**config.mk**
```make
export PLATFORM = sky130hd
export DESIGN_NAME = line_follower_pd_steering_core
export DESIGN_NICKNAME = d
export VERILOG_FILES = /design/src/rtl/core/lfs_pkg.sv /design/src/rtl/core/lfs_sensor_lane.sv /design/src/rtl/core/lfs_pattern_merge.sv /design/src/rtl/core/lfs_error_map.sv /design/src/rtl/core/lfs_serial_div.sv /design/src/rtl/core/line_follower_pd_steering_core.sv
export SDC_FILE = /design/constraint.sdc
export NUM_CORES = 2
export LEC_CHECK = 0
export BUFFER_PORTS_ARGS = -buffer_cell sky130_fd_sc_hd__buf_4
export CORE_MARGIN = 10
export CORE_UTILIZATION = 60
export DETAILED_ROUTE_END_ITERATION = 8
export PLACE_DENSITY_LB_ADDON = 0.3
export REMOVE_ABC_BUFFERS = 1
export SYNTH_ARGS = -nofsm -noshare
export SYNTH_HDL_FRONTEND = slang
export SYNTH_SLANG_ARGS = --single-unit
```
**constraint.sdc**
```tcl
create_clock -name clk -period 10.08 [get_ports clk]
set_clock_uncertainty 0.1 [all_clocks]
set_input_delay 0 -clock clk [delete_from_list [all_inputs] [get_ports clk]]
set_output_delay 0 -clock clk [all_outputs]
set_load 0.01 [all_outputs]
```
**src/rtl/core/lfs_pkg.sv**
```systemverilog
// lfs_pkg: shared types, codes and constants of the line follower steering core
// no dependencies; imported by every module of the core
package lfs_pkg;

  // fixed field widths
  localparam int SENSOR_COUNT = 6;
  localparam int THRESH_W     = 12;
  localparam int SPEED_W      = 7;
  localparam int GAIN_W       = 10;
  localparam int TIME_W       = 32;
  localparam int ERR_W        = 11;
  localparam int MAG_W        = 10;
  localparam int DRIVE_W      = 8;
  localparam int PROD_W       = 22;
  localparam int SECS_W       = 23;
  localparam int STEP_W       = 6;
  localparam int CFG_ADDR_W   = 2;
  localparam int CFG_DATA_W   = 12;
  localparam int OUT_DATA_W   = 40;
  localparam int OUT_USER_W   = 2;

  typedef logic [SENSOR_COUNT-1:0] pattern_t;

  // sensor bit positions in the line pattern
  localparam pattern_t PAT_NONE = 6'h00;
  localparam pattern_t PAT_FL   = 6'h01;
  localparam pattern_t PAT_FR   = 6'h02;
  localparam pattern_t PAT_CL   = 6'h04;
  localparam pattern_t PAT_CR   = 6'h08;
  localparam pattern_t PAT_RL   = 6'h10;
  localparam pattern_t PAT_RR   = 6'h20;
  localparam pattern_t PAT_ALL  = 6'h3F;

  // steering error levels
  localparam logic signed [ERR_W-1:0] ERR_SMALL = 11'sd190;
  localparam logic signed [ERR_W-1:0] ERR_MID   = 11'sd550;
  localparam logic signed [ERR_W-1:0] ERR_BIG   = 11'sd700;

  // whole seconds from milliseconds: (ms * ceil(2^38 / 1000)) >> 38, exact for 32-bit ms
  localparam int                      SECS_RECIP_W = 29;
  localparam logic [SECS_RECIP_W-1:0] SECS_RECIP   = 29'd274877907;
  localparam int                      SECS_SHIFT   = 38;
  localparam logic [STEP_W-1:0] DERIV_STEPS = 6'd10;

  // configuration register indexes
  localparam logic [CFG_ADDR_W-1:0] REG_THRESHOLD  = 2'd0;
  localparam logic [CFG_ADDR_W-1:0] REG_BASE_SPEED = 2'd1;
  localparam logic [CFG_ADDR_W-1:0] REG_KP_GAIN    = 2'd2;
  localparam logic [CFG_ADDR_W-1:0] REG_KD_GAIN    = 2'd3;

  typedef enum logic [1:0] {
    ACT_DIFF  = 2'd0,
    ACT_PIVOT = 2'd1,
    ACT_LEFT  = 2'd2,
    ACT_RIGHT = 2'd3
  } action_t;

  typedef enum logic [2:0] {
    S_IDLE,
    S_DECODE,
    S_SECS,
    S_DERIV,
    S_MUL,
    S_SUM,
    S_OUT
  } state_t;

  // pattern decode result
  typedef struct packed {
    logic signed [ERR_W-1:0] err;
    logic                    toggle;
    logic                    start;
    action_t                 dir;
  } decode_t;

  // divider request
  typedef struct packed {
    logic              start;
    logic [STEP_W-1:0] steps;
  } div_req_t;

  // divider status
  typedef struct packed {
    logic busy;
    logic done;
  } div_stat_t;

endpackage

```
**src/rtl/core/lfs_sensor_lane.sv**
```systemverilog
// lfs_sensor_lane: one reflectance channel, compares a sample against the threshold
// depends on lfs_pkg
module lfs_sensor_lane #(
  parameter int SAMPLE_BITS = 12
) (
  input  logic [SAMPLE_BITS-1:0]       sample,
  input  logic [lfs_pkg::THRESH_W-1:0] threshold,
  output logic                         on_line
);
  import lfs_pkg::*;

  localparam int CMP_W = (SAMPLE_BITS > THRESH_W) ? SAMPLE_BITS : THRESH_W;

  logic [CMP_W-1:0] sample_x;
  logic [CMP_W-1:0] thresh_x;

  // widen both sides to a common width
  assign sample_x = CMP_W'(sample);
  assign thresh_x = CMP_W'(threshold);

  // dark reading below threshold means the sensor sees the line
  assign on_line = (sample_x < thresh_x);

endmodule

```
**src/rtl/core/lfs_pattern_merge.sv**
```systemverilog
// lfs_pattern_merge: joins the lane hits into the line pattern with tape polarity
// depends on lfs_pkg
module lfs_pattern_merge (
  input  lfs_pkg::pattern_t hits,
  input  logic              white_tape,
  output lfs_pkg::pattern_t pattern
);
  import lfs_pkg::*;

  // dark tape inverts every sensor bit
  assign pattern = white_tape ? hits : (hits ^ PAT_ALL);

endmodule

```
**src/rtl/core/lfs_error_map.sv**
```systemverilog
// lfs_error_map: maps a line pattern to a steering error or a sideways translate
// depends on lfs_pkg
module lfs_error_map (
  input  lfs_pkg::pattern_t                   pattern,
  input  logic signed [lfs_pkg::ERR_W-1:0]    last_error,
  output lfs_pkg::decode_t                    dec
);
  import lfs_pkg::*;

  logic signed [ERR_W-1:0] err;
  logic                    toggle;

  // base error table
  always_comb begin
    err    = '0;
    toggle = 1'b0;
    case (pattern)
      PAT_FR:                                err = ERR_SMALL;
      PAT_FL:                                err = -ERR_SMALL;
      PAT_CR, PAT_CR | PAT_RR:               err = ERR_BIG;
      PAT_CL, PAT_CL | PAT_RL:               err = -ERR_BIG;
      PAT_FR | PAT_CR, PAT_RL | PAT_FR,
      PAT_RL | PAT_CR:                       err = ERR_MID;
      PAT_FL | PAT_CL, PAT_RR | PAT_FL,
      PAT_RR | PAT_CL:                       err = -ERR_MID;
      PAT_ALL:                               toggle = 1'b1;
      default:                               err = '0;
    endcase
    // hold a hard turn while the line is lost off one side
    if ((pattern == PAT_NONE || pattern == PAT_RR || pattern == (PAT_RL | PAT_CL)) &&
        last_error == ERR_BIG) begin
      err = ERR_BIG;
    end
    if ((pattern == PAT_NONE || pattern == PAT_RL || pattern == (PAT_RL | PAT_CL)) &&
        last_error == -ERR_BIG) begin
      err = -ERR_BIG;
    end
  end

  // translate start patterns
  always_comb begin
    dec.err    = err;
    dec.toggle = toggle;
    dec.start  = (pattern == (PAT_FR | PAT_RR)) || (pattern == (PAT_FR | PAT_CR | PAT_RR)) ||
                 (pattern == (PAT_FL | PAT_RL)) || (pattern == (PAT_FL | PAT_CL | PAT_RL));
    dec.dir    = pattern[1] ? ACT_RIGHT : ACT_LEFT;
  end

endmodule

```
**src/rtl/core/lfs_serial_div.sv**
```systemverilog
// lfs_serial_div: restoring divider for the derivative, one quotient bit per cycle
// depends on lfs_pkg
module lfs_serial_div (
  input  logic                          clk,
  input  logic                          rst_n,
  input  lfs_pkg::div_req_t             req,
  input  logic [lfs_pkg::TIME_W-1:0]    dividend,
  input  logic [lfs_pkg::SECS_W-1:0]    divisor,
  output lfs_pkg::div_stat_t            stat,
  output logic [lfs_pkg::TIME_W-1:0]    quotient
);
  import lfs_pkg::*;

  logic [TIME_W-1:0] dvd_r;
  logic [SECS_W:0]   rem_r;
  logic [SECS_W-1:0] dsr_r;
  logic [STEP_W-1:0] cnt_r;
  logic              busy_r;
  logic              done_r;
  logic [SECS_W:0]   shifted;
  logic              fits;

  // one trial subtraction
  assign shifted = {rem_r[SECS_W-1:0], dvd_r[TIME_W-1]};
  assign fits    = (shifted >= {1'b0, dsr_r});

  // control
  always_ff @(posedge clk) begin
    if (!rst_n) begin
      busy_r <= 1'b0;
      done_r <= 1'b0;
      cnt_r  <= '0;
    end else begin
      done_r <= 1'b0;
      if (req.start) begin
        busy_r <= 1'b1;
        cnt_r  <= req.steps;
      end else if (busy_r) begin
        cnt_r <= cnt_r - 1'b1;
        if (cnt_r == STEP_W'(1)) begin
          busy_r <= 1'b0;
          done_r <= 1'b1;
        end
      end
    end
  end

  // datapath, quotient bits shift in at the bottom
  always_ff @(posedge clk) begin
    if (req.start) begin
      dvd_r <= dividend;
      rem_r <= '0;
      dsr_r <= divisor;
    end else if (busy_r) begin
      dvd_r <= {dvd_r[TIME_W-2:0], fits};
      rem_r <= fits ? (shifted - {1'b0, dsr_r}) : shifted;
    end
  end

  assign stat.busy = busy_r;
  assign stat.done = done_r;
  assign quotient  = dvd_r;

endmodule

```
**src/rtl/core/line_follower_pd_steering_core.sv**
```systemverilog
// line_follower_pd_steering_core: top level of the line follower steering core
// depends on lfs_pkg, lfs_sensor_lane, lfs_pattern_merge, lfs_error_map, lfs_serial_div
//
// Six reflectance samples and a millisecond timestamp go in as one transfer; one motor
// command comes out for each. Six threshold lanes build the line pattern in the cycle the
// transfer is taken, a decode step picks a steering error or a sideways translate, and a
// PD step with Q2.8 gains produces clamped left and right drives. A translate result
// goes from the decode state straight to the output state; an unchanged error passes
// the decode, multiply, sum and output states; a changed error with under a second
// elapsed also passes the seconds state before the multiply. Otherwise elapsed
// milliseconds become whole seconds by a reciprocal multiply and the serial divider
// divides the error by them in 10 steps in the derivative state before the multiply.
// One item is in flight at a time; a finished result sits in the output register and
// the next sample is taken while it waits. A second finished item holds in the output
// step, with input closed, until the waiting result is taken.
module line_follower_pd_steering_core #(
  parameter int SAMPLE_BITS = 12,
  localparam int IN_W =
    ((lfs_pkg::SENSOR_COUNT * SAMPLE_BITS + lfs_pkg::TIME_W + 7) / 8) * 8
) (
  input  logic                              clk,
  input  logic                              rst_n,
  // fields from bit 0: front_left_sample, front_right_sample, center_left_sample,
  // center_right_sample, rear_left_sample, rear_right_sample, time_ms, zero fill
  input  logic [IN_W-1:0]                   in_tdata,
  input  logic                              in_tvalid,
  output logic                              in_tready,
  // fields from bit 0: left_drive, right_drive, error_value, line_pattern, zero fill
  output logic [lfs_pkg::OUT_DATA_W-1:0]    out_tdata,
  // fields from bit 0: action
  output logic [lfs_pkg::OUT_USER_W-1:0]    out_tuser,
  output logic                              out_tvalid,
  input  logic                              out_tready,
  input  logic                              cfg_we,
  input  logic [lfs_pkg::CFG_ADDR_W-1:0]    cfg_addr,
  input  logic [lfs_pkg::CFG_DATA_W-1:0]    cfg_wdata
);
  import lfs_pkg::*;

  // configuration
  logic [THRESH_W-1:0] threshold_r;
  logic [SPEED_W-1:0]  base_speed_r;
  logic [GAIN_W-1:0]   kp_gain_r;
  logic [GAIN_W-1:0]   kd_gain_r;

  // controller state
  state_t                  state_r, state_nxt;
  logic                    white_tape_r;
  logic signed [ERR_W-1:0] last_err_r;
  logic [TIME_W-1:0]       last_time_r;
  logic                    trans_active_r;
  action_t                 trans_dir_r;

  // item registers
  pattern_t                 pattern_r;
  logic [TIME_W-1:0]        time_r;
  logic [TIME_W-1:0]        elapsed_r;
  logic signed [ERR_W-1:0]  err_r;
  logic                     chg_r;
  logic                     shrink_r;
  logic signed [ERR_W-1:0]  deriv_r;
  logic signed [PROD_W-1:0] prod_p_r;
  logic signed [PROD_W-1:0] prod_d_r;
  logic [DRIVE_W-1:0]       res_left_r;
  logic [DRIVE_W-1:0]       res_right_r;
  action_t                  res_action_r;
  logic signed [ERR_W-1:0]  res_err_r;

  // output register
  logic                    out_valid_r;
  logic [DRIVE_W-1:0]      out_left_r;
  logic [DRIVE_W-1:0]      out_right_r;
  action_t                 out_action_r;
  logic [ERR_W-1:0]        out_err_r;
  pattern_t                out_pattern_r;

  // sensor lanes and merge
  pattern_t hits;
  pattern_t pattern;

  for (genvar g = 0; g < SENSOR_COUNT; g++) begin : g_lane
    lfs_sensor_lane #(
      .SAMPLE_BITS(SAMPLE_BITS)
    ) u_lane (
      .sample    (in_tdata[g*SAMPLE_BITS +: SAMPLE_BITS]),
      .threshold (threshold_r),
      .on_line   (hits[g])
    );
  end

  lfs_pattern_merge u_merge (
    .hits       (hits),
    .white_tape (white_tape_r),
    .pattern    (pattern)
  );

  // pattern decode
  decode_t dec;

  lfs_error_map u_map (
    .pattern    (pattern_r),
    .last_error (last_err_r),
    .dec        (dec)
  );

  // derivative divider
  div_req_t          div_req;
  div_stat_t         div_stat;
  logic [TIME_W-1:0] div_dividend;
  logic [SECS_W-1:0] div_divisor;
  logic [TIME_W-1:0] div_quot;

  lfs_serial_div u_div (
    .clk      (clk),
    .rst_n    (rst_n),
    .req      (div_req),
    .dividend (div_dividend),
    .divisor  (div_divisor),
    .stat     (div_stat),
    .quotient (div_quot)
  );

  // decode helpers
  logic                    front_hit;
  logic                    trans_out;
  logic signed [ERR_W-1:0] e_sel;
  logic [MAG_W-1:0]        e_sel_mag;
  logic [MAG_W-1:0]        last_mag;
  logic [MAG_W-1:0]        err_mag;
  logic [TIME_W-1:0]       elapsed;
  logic [TIME_W+SECS_RECIP_W-1:0] secs_prod;
  logic [SECS_W-1:0]       secs;
  logic                    out_load;

  assign front_hit = pattern_r[0] | pattern_r[1];
  assign trans_out = trans_active_r ? front_hit : dec.start;
  assign e_sel     = trans_active_r ? '0 : dec.err;
  assign e_sel_mag = e_sel[ERR_W-1] ? MAG_W'(-e_sel) : MAG_W'(e_sel);
  assign last_mag  = last_err_r[ERR_W-1] ? MAG_W'(-last_err_r) : MAG_W'(last_err_r);
  assign err_mag   = err_r[ERR_W-1] ? MAG_W'(-err_r) : MAG_W'(err_r);
  assign elapsed   = time_r - last_time_r;
  assign out_load  = (state_r == S_OUT) && (!out_valid_r || out_tready);

  // whole seconds by reciprocal multiplication
  assign secs_prod = elapsed_r * SECS_RECIP;
  assign secs      = secs_prod[SECS_SHIFT +: SECS_W];

  // next state and divider requests
  always_comb begin
    state_nxt     = state_r;
    in_tready     = 1'b0;
    div_req.start = 1'b0;
    div_req.steps = DERIV_STEPS;
    div_dividend  = {err_mag, {(TIME_W-MAG_W){1'b0}}};
    div_divisor   = secs;
    case (state_r)
      S_IDLE: begin
        in_tready = 1'b1;
        if (in_tvalid) state_nxt = S_DECODE;
      end
      S_DECODE: begin
        if (trans_out) begin
          state_nxt = S_OUT;
        end else if (e_sel != last_err_r) begin
          state_nxt = S_SECS;
        end else begin
          state_nxt = S_MUL;
        end
      end
      S_SECS: begin
        if (secs == '0) begin
          state_nxt = S_MUL;
        end else begin
          div_req.start = 1'b1;
          state_nxt     = S_DERIV;
        end
      end
      S_DERIV: begin
        if (div_stat.done) state_nxt = S_MUL;
      end
      S_MUL:   state_nxt = S_SUM;
      S_SUM:   state_nxt = S_OUT;
      S_OUT: begin
        if (out_load) state_nxt = S_IDLE;
      end
      default: state_nxt = S_IDLE;
    endcase
  end

  always_ff @(posedge clk) begin
    if (!rst_n) state_r <= S_IDLE;
    else        state_r <= state_nxt;
  end

  // configuration writes
  always_ff @(posedge clk) begin
    if (!rst_n) begin
      threshold_r  <= THRESH_W'(800);
      base_speed_r <= SPEED_W'(50);
      kp_gain_r    <= GAIN_W'(38);
      kd_gain_r    <= GAIN_W'(154);
    end else if (cfg_we) begin
      case (cfg_addr)
        REG_THRESHOLD:  threshold_r  <= cfg_wdata[THRESH_W-1:0];
        REG_BASE_SPEED: base_speed_r <= cfg_wdata[SPEED_W-1:0];
        REG_KP_GAIN:    kp_gain_r    <= cfg_wdata[GAIN_W-1:0];
        REG_KD_GAIN:    kd_gain_r    <= cfg_wdata[GAIN_W-1:0];
        default:        threshold_r  <= threshold_r;
      endcase
    end
  end

  // persistent steering state
  always_ff @(posedge clk) begin
    if (!rst_n) begin
      white_tape_r   <= 1'b1;
      last_err_r     <= '0;
      last_time_r    <= '0;
      trans_active_r <= 1'b0;
      trans_dir_r    <= ACT_LEFT;
    end else begin
      case (state_r)
        S_DECODE: begin
          if (trans_active_r) begin
            if (!front_hit) trans_active_r <= 1'b0;
          end else if (dec.start) begin
            trans_active_r <= 1'b1;
            trans_dir_r    <= dec.dir;
          end else if (dec.toggle) begin
            white_tape_r <= ~white_tape_r;
          end
          if (!trans_out && e_sel != last_err_r) last_time_r <= time_r;
        end
        S_MUL: begin
          if (chg_r) last_err_r <= err_r;
        end
        default: last_err_r <= last_err_r;
      endcase
    end
  end

  // pd arithmetic helpers
  logic signed [PROD_W:0]    sum;
  logic signed [PROD_W:0]    biased;
  logic signed [PROD_W:0]    shifted;
  logic signed [15:0]        speed;
  logic signed [15:0]        base_x;
  logic                      pivot;
  logic signed [15:0]        left_raw;
  logic signed [15:0]        right_raw;
  logic [DRIVE_W-1:0]        left_sat;
  logic [DRIVE_W-1:0]        right_sat;
  logic signed [ERR_W-1:0]   q_signed;
  logic [MAG_W-1:0]          q_mag;

  // divide by 256 truncating toward zero, then mix and clamp
  always_comb begin
    sum     = {prod_p_r[PROD_W-1], prod_p_r} + {prod_d_r[PROD_W-1], prod_d_r};
    biased  = sum[PROD_W] ? (sum + (PROD_W+1)'(255)) : sum;
    shifted = biased >>> 8;
    speed   = shifted[15:0];
    base_x  = {{(16-SPEED_W){1'b0}}, base_speed_r};
    pivot   = (err_r == ERR_BIG) || (err_r == -ERR_BIG);
    left_raw  = pivot ? speed : (base_x + speed);
    right_raw = pivot ? -speed : (base_x - speed);
    if (left_raw > 16'sd127)       left_sat = 8'sd127;
    else if (left_raw < -16'sd127) left_sat = -8'sd127;
    else                           left_sat = left_raw[DRIVE_W-1:0];
    if (right_raw > 16'sd127)       right_sat = 8'sd127;
    else if (right_raw < -16'sd127) right_sat = -8'sd127;
    else                            right_sat = right_raw[DRIVE_W-1:0];
  end

  // derivative sign: follows the error, flipped when the error shrinks
  assign q_mag    = div_quot[MAG_W-1:0];
  assign q_signed = (err_r[ERR_W-1] ^ shrink_r) ? -$signed({1'b0, q_mag})
                                                : $signed({1'b0, q_mag});

  // item datapath
  always_ff @(posedge clk) begin
    case (state_r)
      S_IDLE: begin
        pattern_r <= pattern;
        time_r    <= in_tdata[SENSOR_COUNT*SAMPLE_BITS +: TIME_W];
      end
      S_DECODE: begin
        elapsed_r <= elapsed;
        err_r    <= e_sel;
        chg_r    <= (e_sel != last_err_r);
        shrink_r <= (last_mag > e_sel_mag);
        deriv_r  <= '0;
        res_left_r   <= {1'b0, base_speed_r};
        res_right_r  <= {1'b0, base_speed_r};
        res_action_r <= trans_active_r ? trans_dir_r : dec.dir;
        res_err_r    <= '0;
      end
      S_DERIV: begin
        if (div_stat.done) deriv_r <= q_signed;
      end
      S_MUL: begin
        prod_p_r <= $signed({1'b0, kp_gain_r}) * err_r;
        prod_d_r <= $signed({1'b0, kd_gain_r}) * deriv_r;
      end
      S_SUM: begin
        res_left_r   <= left_sat;
        res_right_r  <= right_sat;
        res_action_r <= pivot ? ACT_PIVOT : ACT_DIFF;
        res_err_r    <= err_r;
      end
      default: res_err_r <= res_err_r;
    endcase
  end

  // output register, holds a loaded result while the next item can already come in
  always_ff @(posedge clk) begin
    if (!rst_n) begin
      out_valid_r <= 1'b0;
    end else if (out_load) begin
      out_valid_r <= 1'b1;
    end else if (out_tready) begin
      out_valid_r <= 1'b0;
    end
  end

  always_ff @(posedge clk) begin
    if (out_load) begin
      out_left_r    <= res_left_r;
      out_right_r   <= res_right_r;
      out_action_r  <= res_action_r;
      out_err_r     <= res_err_r;
      out_pattern_r <= pattern_r;
    end
  end

  assign out_tvalid = out_valid_r;
  assign out_tdata  = {{(OUT_DATA_W-2*DRIVE_W-ERR_W-SENSOR_COUNT){1'b0}},
                       out_pattern_r, out_err_r, out_right_r, out_left_r};
  assign out_tuser  = out_action_r;

endmodule
```
# Word-level counts from Yosys, hierarchy flattened
# Cells that the tools add are included.
word_totals:
  reg_bits: 378
  in_bits: 123
  output_inout_bits: 44
  elab_cells: 199
classes:
  n_addsub: 12
  multipliers: 3
  order_cmp: 12
  eq_ne: 37
  mux: 51
  bitwise_logic: 8
  n_reduce_logical: 39
ops:
  columns: ["operator", "n"]
  rows:
  - ["12-bit less-than comparator", 6]
  - ["11-bit case mux with 6 select lines", 1]
  - ["32-bit 2-to-1 mux", 2]
  - ["32-bit by 29-bit multiplier with 61-bit output (second input constant)", 1]
  - ["11-bit 2-to-1 mux", 5]
  - ["23-bit 2-to-1 mux", 2]
  - ["11-bit equality test (second input constant)", 4]
  - ["11-bit by 11-bit multiplier with 22-bit output", 2]
  - ["11-bit case mux with 2 select lines", 2]
  - ["6-bit equality test (second input constant)", 7]
  - ["6-bit by 5-bit equality test with 1-bit output (second input constant)", 6]
  - ["16-bit by 8-bit greater-than comparator with 1-bit output (second input constant)", 2]
  - ["16-bit by 8-bit less-than comparator with 1-bit output (second input constant)", 2]
  - ["16-bit 2-to-1 mux", 2]
  - ["8-bit 2-to-1 mux", 4]
  - ["8-bit case mux with 2 select lines", 2]
  - ["32-bit subtractor", 1]
  - ["10-bit 2-to-1 mux", 3]
  - ["10-bit negator", 3]
  - ["24-bit by 23-bit >= comparator with 1-bit output", 1]
  - ["22-bit by 22-bit adder with 23-bit output", 1]
  - ["23-bit by 9-bit adder with 23-bit output (second input constant)", 1]
  - ["23-bit zero test", 1]
  - ["23-bit subtractor", 1]
  - ["41 further kinds", 100]

# Longest topological paths before layout
logic_depth:
  word_depth: 11
  ltp_mapped: 31
  depth_no_buf: 29

# By module
# From an unflattened synthesis, not the netlist that was laid out.
unflattened:
  hier_cells: 4679
  area_unflattened_um2: 45059.5
by_module_without_submodules:
  columns: ["module", "n_inst", "cells_each", "area_each_um2", "seq_area_each_um2"]
  rows:
  - ["line_follower_pd_steering_core", 1, 3961, 38155.3, 7867.5]
  - ["lfs_serial_div", 1, 430, 4679.5, 2272.2]
  - ["lfs_sensor_lane", 6, 35, 279.0, 0.0]
  - ["lfs_error_map", 1, 71, 486.7, 0.0]
  - ["lfs_pattern_merge", 1, 7, 63.8, 0.0]

# Worst setup path after synthesis
# No wires, ideal clock.
synth_path:
  path_type: "flip-flop to flip-flop"
  start: "reg elapsed_r[20]"
  end: "reg u_div.dsr_r[0] (enable)"
  setup_time_ps: 396
  arrival_time_ps: 8494
  t_required_ps: 9584
  path_slack_ps: 1090
  stages_incl_launch_ff: 31
  path_buffers: 2
  period_less_slack_ps: 8990
  cell_sequence: "edfxtp_1 ha_1 fa_1 fa_1 inv_1 fa_1 inv_1 fa_1 inv_1 fa_1 inv_1 fa_1 inv_1 fa_1 inv_1 ha_1 a21o_1 a21o_1 a221oi_2 nand3_1 o21ai_1 o221ai_1 o211a_1 o211ai_2 a21oi_1 or3_1 nand4_1 nor4_2 nor3_1 buf_2 buf_1"
synth_rtl:
  columns: ["item", "line_no", "text"]
  rows:
  - ["from (decl)", "line_follower_pd_steering_core.sv:57", "logic [TIME_W-1:0] elapsed_r;"]
  - ["from (signal assigned)", "line_follower_pd_steering_core.sv:287", "elapsed_r <= elapsed;"]
  - ["to (signal assigned)", "lfs_serial_div.sv:53", "dsr_r <= divisor;"]
  - ["to (decl)", "lfs_serial_div.sv:16", "logic [SECS_W-1:0] dsr_r;"]

# Worst setup path in the final report
layout_path:
  start: "reg elapsed_r[18]"
  end: "reg u_div.dvd_r[27], in the netlist u_div.quotient[27] (enable)"
layout_via:
  elab_chain_cells: 5
layout_rtl:
  columns: ["item", "line_no", "text"]
  rows:
  - ["32-bit by 29-bit multiplier with 61-bit output", "line_follower_pd_steering_core.sv:145", "assign secs_prod = elapsed_r * SECS_RECIP;"]
  - ["via secs_prod[43]", "line_follower_pd_steering_core.sv:131", "logic [TIME_W+SECS_RECIP_W-1:0] secs_prod;"]
  - ["23-bit zero test", "line_follower_pd_steering_core.sv:171", "if (secs == '0) begin"]
  - ["1-bit 2-to-1 mux", "line_follower_pd_steering_core.sv:171", null]
  - ["1-bit 2-to-1 mux", "line_follower_pd_steering_core.sv:156", "case (state_r)"]
  - ["2-bit nonzero test (no line)", null, null]
  - ["to (signal assigned)", "lfs_serial_div.sv:51", "dvd_r <= dividend;"]
  - ["to (signal assigned)", "lfs_serial_div.sv:55", "dvd_r <= {dvd_r[TIME_W-2:0], fits};"]
  - ["to (decl)", "lfs_serial_div.sv:14", "logic [TIME_W-1:0] dvd_r;"]
# The timed path passes the listed nets, and every way through them passes these cells.
# A chain may end at the register's enable or synchronous reset.

==> qor.txt <==
Tmin final -> 9.47 ns
Worst endpoint data arrival time -> 9.66 ns
CTS clk-pin slew, worst paths -> 0.06 ns
Pre-CTS setup slack -> 0.559 ns
Largest net degree at the start of global routing -> 93
CP endpoint kind -> flip-flop
Die Ht -> 285 um
DRC Markers -> 0
Mean post-synth cell area -> 9.77 um2
Clk_lat worst skew -> 0.61 ns
Max cap viols -> 0
Hold Fails Final Rpt -> 0
CTS Buffer Depth -> 3
Vias/cell -> 5.54
Total track usage -> 25.3%
Setup violations, final -> 0
DR WL/cell -> 18.4 um
RSZ-0062 raised after global routing -> false
CTS Sinks -> 356
GP Congestion -> 0.963
Critical path class -> flip-flop to flip-flop
Top post-synthesis cells by area -> ha_1 21%, fa_1 21%, edfxtp_1 16%, inv_1 7.5%, dfxtp_1 6.5%
Area delta synth->final -> 10.5%
Netlist cell types -> 111
Crit Path Max Fanout -> 10
EDFF count, synth -> 219
First-pass GRT wire length -> 166000 um
Via count -> 30500
Period utilization -> 94.0%
PortBufs -> 158
Top cell type's share of synthesized area -> 21.1%
Initial Utilization -> 60.3%
# IOs -> 167
Post-DP HPWL -> 82000 um
Detailed Route WL -> 101000 um
Mapped Area -> 42200 um2
Worst slew pin tran -> 1.08 ns
Cell chosen for the clock root -> clkbuf_16
Worst rel slew slack -> 28.1%
Core Rows -> 97
Grt total ovfl -> 0
HP Class -> input port to flip-flop
Async set-reset flop share out of synthesis -> 0%
Worst setup margin -> 0.608 ns
Vias in the first global route -> 31800
Pins Over Slew Limit -> 0
WP data required -> 10.27 ns
DRT iter0 DRCs -> 1934
Die ar. -> 81300 um2
Seq/Total Area, Yosys -> 22.1%
Startpoint Class -> flip-flop
Fmax achieved -> 0.106 GHz
Clock tree from TritonCTS -> done
Post-DRT Antenna Nets -> 0
TritonCTS Buffers -> 43
Synthesized flop and latch total -> 356
Layout cells sized above 1 -> 7.08%
Synth Flop Type -> edfxtp_1
Initial antenna violation count -> 3
Nets -> 5798
H-Tree Depth -> 2
Status -> finished, final reports clean
Synth area leader -> ha_1
First drt pass iteration count -> 5
Horiz. Die Dim -> 285 um
Syn. warnings -> 0
Core area -> 69900 um2
Syn Inst Count -> 4317
-- routing by layer --
metal	share of wire [%]	track usage [%]	vias to the layer above	wire length [um]
met5	0	0	-	0
li1	-	-	14700	-
met2	48	42.7	856	48400
met3	6.6	5.22	218	6650
met1	41	31.0	14700	41900
met4	4.5	10.7	0	4520
-- cell type report --
cell class	instances	area (um2)
Timing Repair Buffer	264	2200
Antenna cell	2	5.00
Inverter	845	3170
Clock inverter	26	280
Sequential cell	356	9320
Multi-Input combinational cell	3017	29300
Fill cell	5463	23300
Clock buffer	53	1160
Tap cell	940	1180
-- cells in the mapped netlist (25+ instances only) --
cell type,count
and2_1,113
a21o_1,92
nand2_1,265
fa_1,438
o21ai_0,107
clkbuf_1,83
o21a_1,25
dfxtp_1,137
a21oi_1,169
inv_1,843
o21bai_1,25
xnor2_1,123
mux2i_1,88
nor2b_1,79
a211oi_1,39
a21boi_0,36
nand3_1,61
edfxtp_1,219
ha_1,710
nand2b_1,48
nor2_1,218
xor2_1,39
nor3_1,58
-- worst paths after layout --
check	start	end	slack, ns	cells past startpoint
hold reg to reg	res_err_r[5]	out_err_r[5]	0.30	0
setup / recovery	elapsed_r[18]	u_div.quotient[27]	0.61	27
hold / removal	in_tdata[85]	time_r[13]	0.02	2
setup reg to reg	elapsed_r[18]	u_div.quotient[27]	0.61	27
-- cells in the final DEF (no fill, tap or decap), drive strengths merged, types with 53 or more instances in the layout --
| master | Yosys | final |
|---|---|---|
| dlygate4sd3 | 0 | 83 |
| nor2 | 218 | 218 |
| edfxtp | 219 | 219 |
| xnor2 | 124 | 124 |
| dfxtp | 137 | 137 |
| a21o | 92 | 92 |
| a21oi | 173 | 173 |
| mux2i | 88 | 88 |
| clkbuf | 83 | 53 |
| o21ai | 114 | 114 |
| nand3 | 62 | 62 |
| nor3 | 61 | 61 |
| fa | 438 | 438 |
| and2 | 115 | 115 |
| ha | 710 | 710 |
| inv | 844 | 848 |
| buf | 24 | 181 |
| nor2b | 79 | 79 |
| nand2 | 265 | 265 |
-- timing repair --
action,CTS,global route
endpoints found under the hold margin,122,0
setup buffers,0,0
resized for setup,0,1
hold buffers,83,0
endpoints found under the setup margin,0,16
-- worst max-delay path: stages, from the launching register on --
cell and delay, ns:
edfxtp_1 0.62, ha_1 0.42, fa_1 0.45, fa_1 0.54
inv_1 0.05, fa_1 0.51, inv_1 0.06, fa_1 0.53
fa_1 0.45, fa_1 0.56, inv_1 0.06, fa_1 0.49
inv_1 0.04, ha_1 0.33, a21oi_1 0.19, o21ai_0 0.15
a221oi_2 0.28, nand3_1 0.10, o21ai_1 0.32, o221a_2 0.32
o21ai_0 0.12, xor2_1 0.17, or3_1 0.39, nor4_1 0.39
or4b_1 0.55, nor4_4 0.43, nor3_2 0.14, or2_1 0.39
-- logic make-up (layout without fill, tap and decap cells) --
group	count (synthesis)	in the layout	synth area share, %
DFF	356	356	22.1
adders and majority gates	1148	1148	41.9
buffers and inverters	952	1188	8.63
other	2	12	0.0178
muxes	91	91	2.17
xor gates and xnor gates	165	165	3.50
and+or+nand+nor	968	968	11.5
AOI/OAI and AO/OA	635	635	10.2
-- state kept, by name, summed over array words and instances (netlist names), 21 cells and up --
register	flops
u_div.dsr_r	23
prod_p_r	21
u_div.quotient	32
u_div.rem_r	23
last_time_r	32
time_r	32
elapsed_r	32
prod_d_r	22
-- per-stage QoR --
stage                     hold slack (ns)  instances  setup TNS, ns  cell area [um2]  util (%)
after global routing              0.00968       5502              0            46600      66.7
after detailed placement           0.0796       5339              0            44300      63.4
after CTS                        0.000346       5501              0            46600      66.7
final                              0.0202       5503              0            46600      66.7
after floorplan                   -0.0381       4218        -286.91            41700         -
after global placement             0.0789       5339              0            44300      63.4
Power is left out: the tool's default activity adds up to more than one toggle a clock period on the data nets, which glitch-free logic cannot reach.
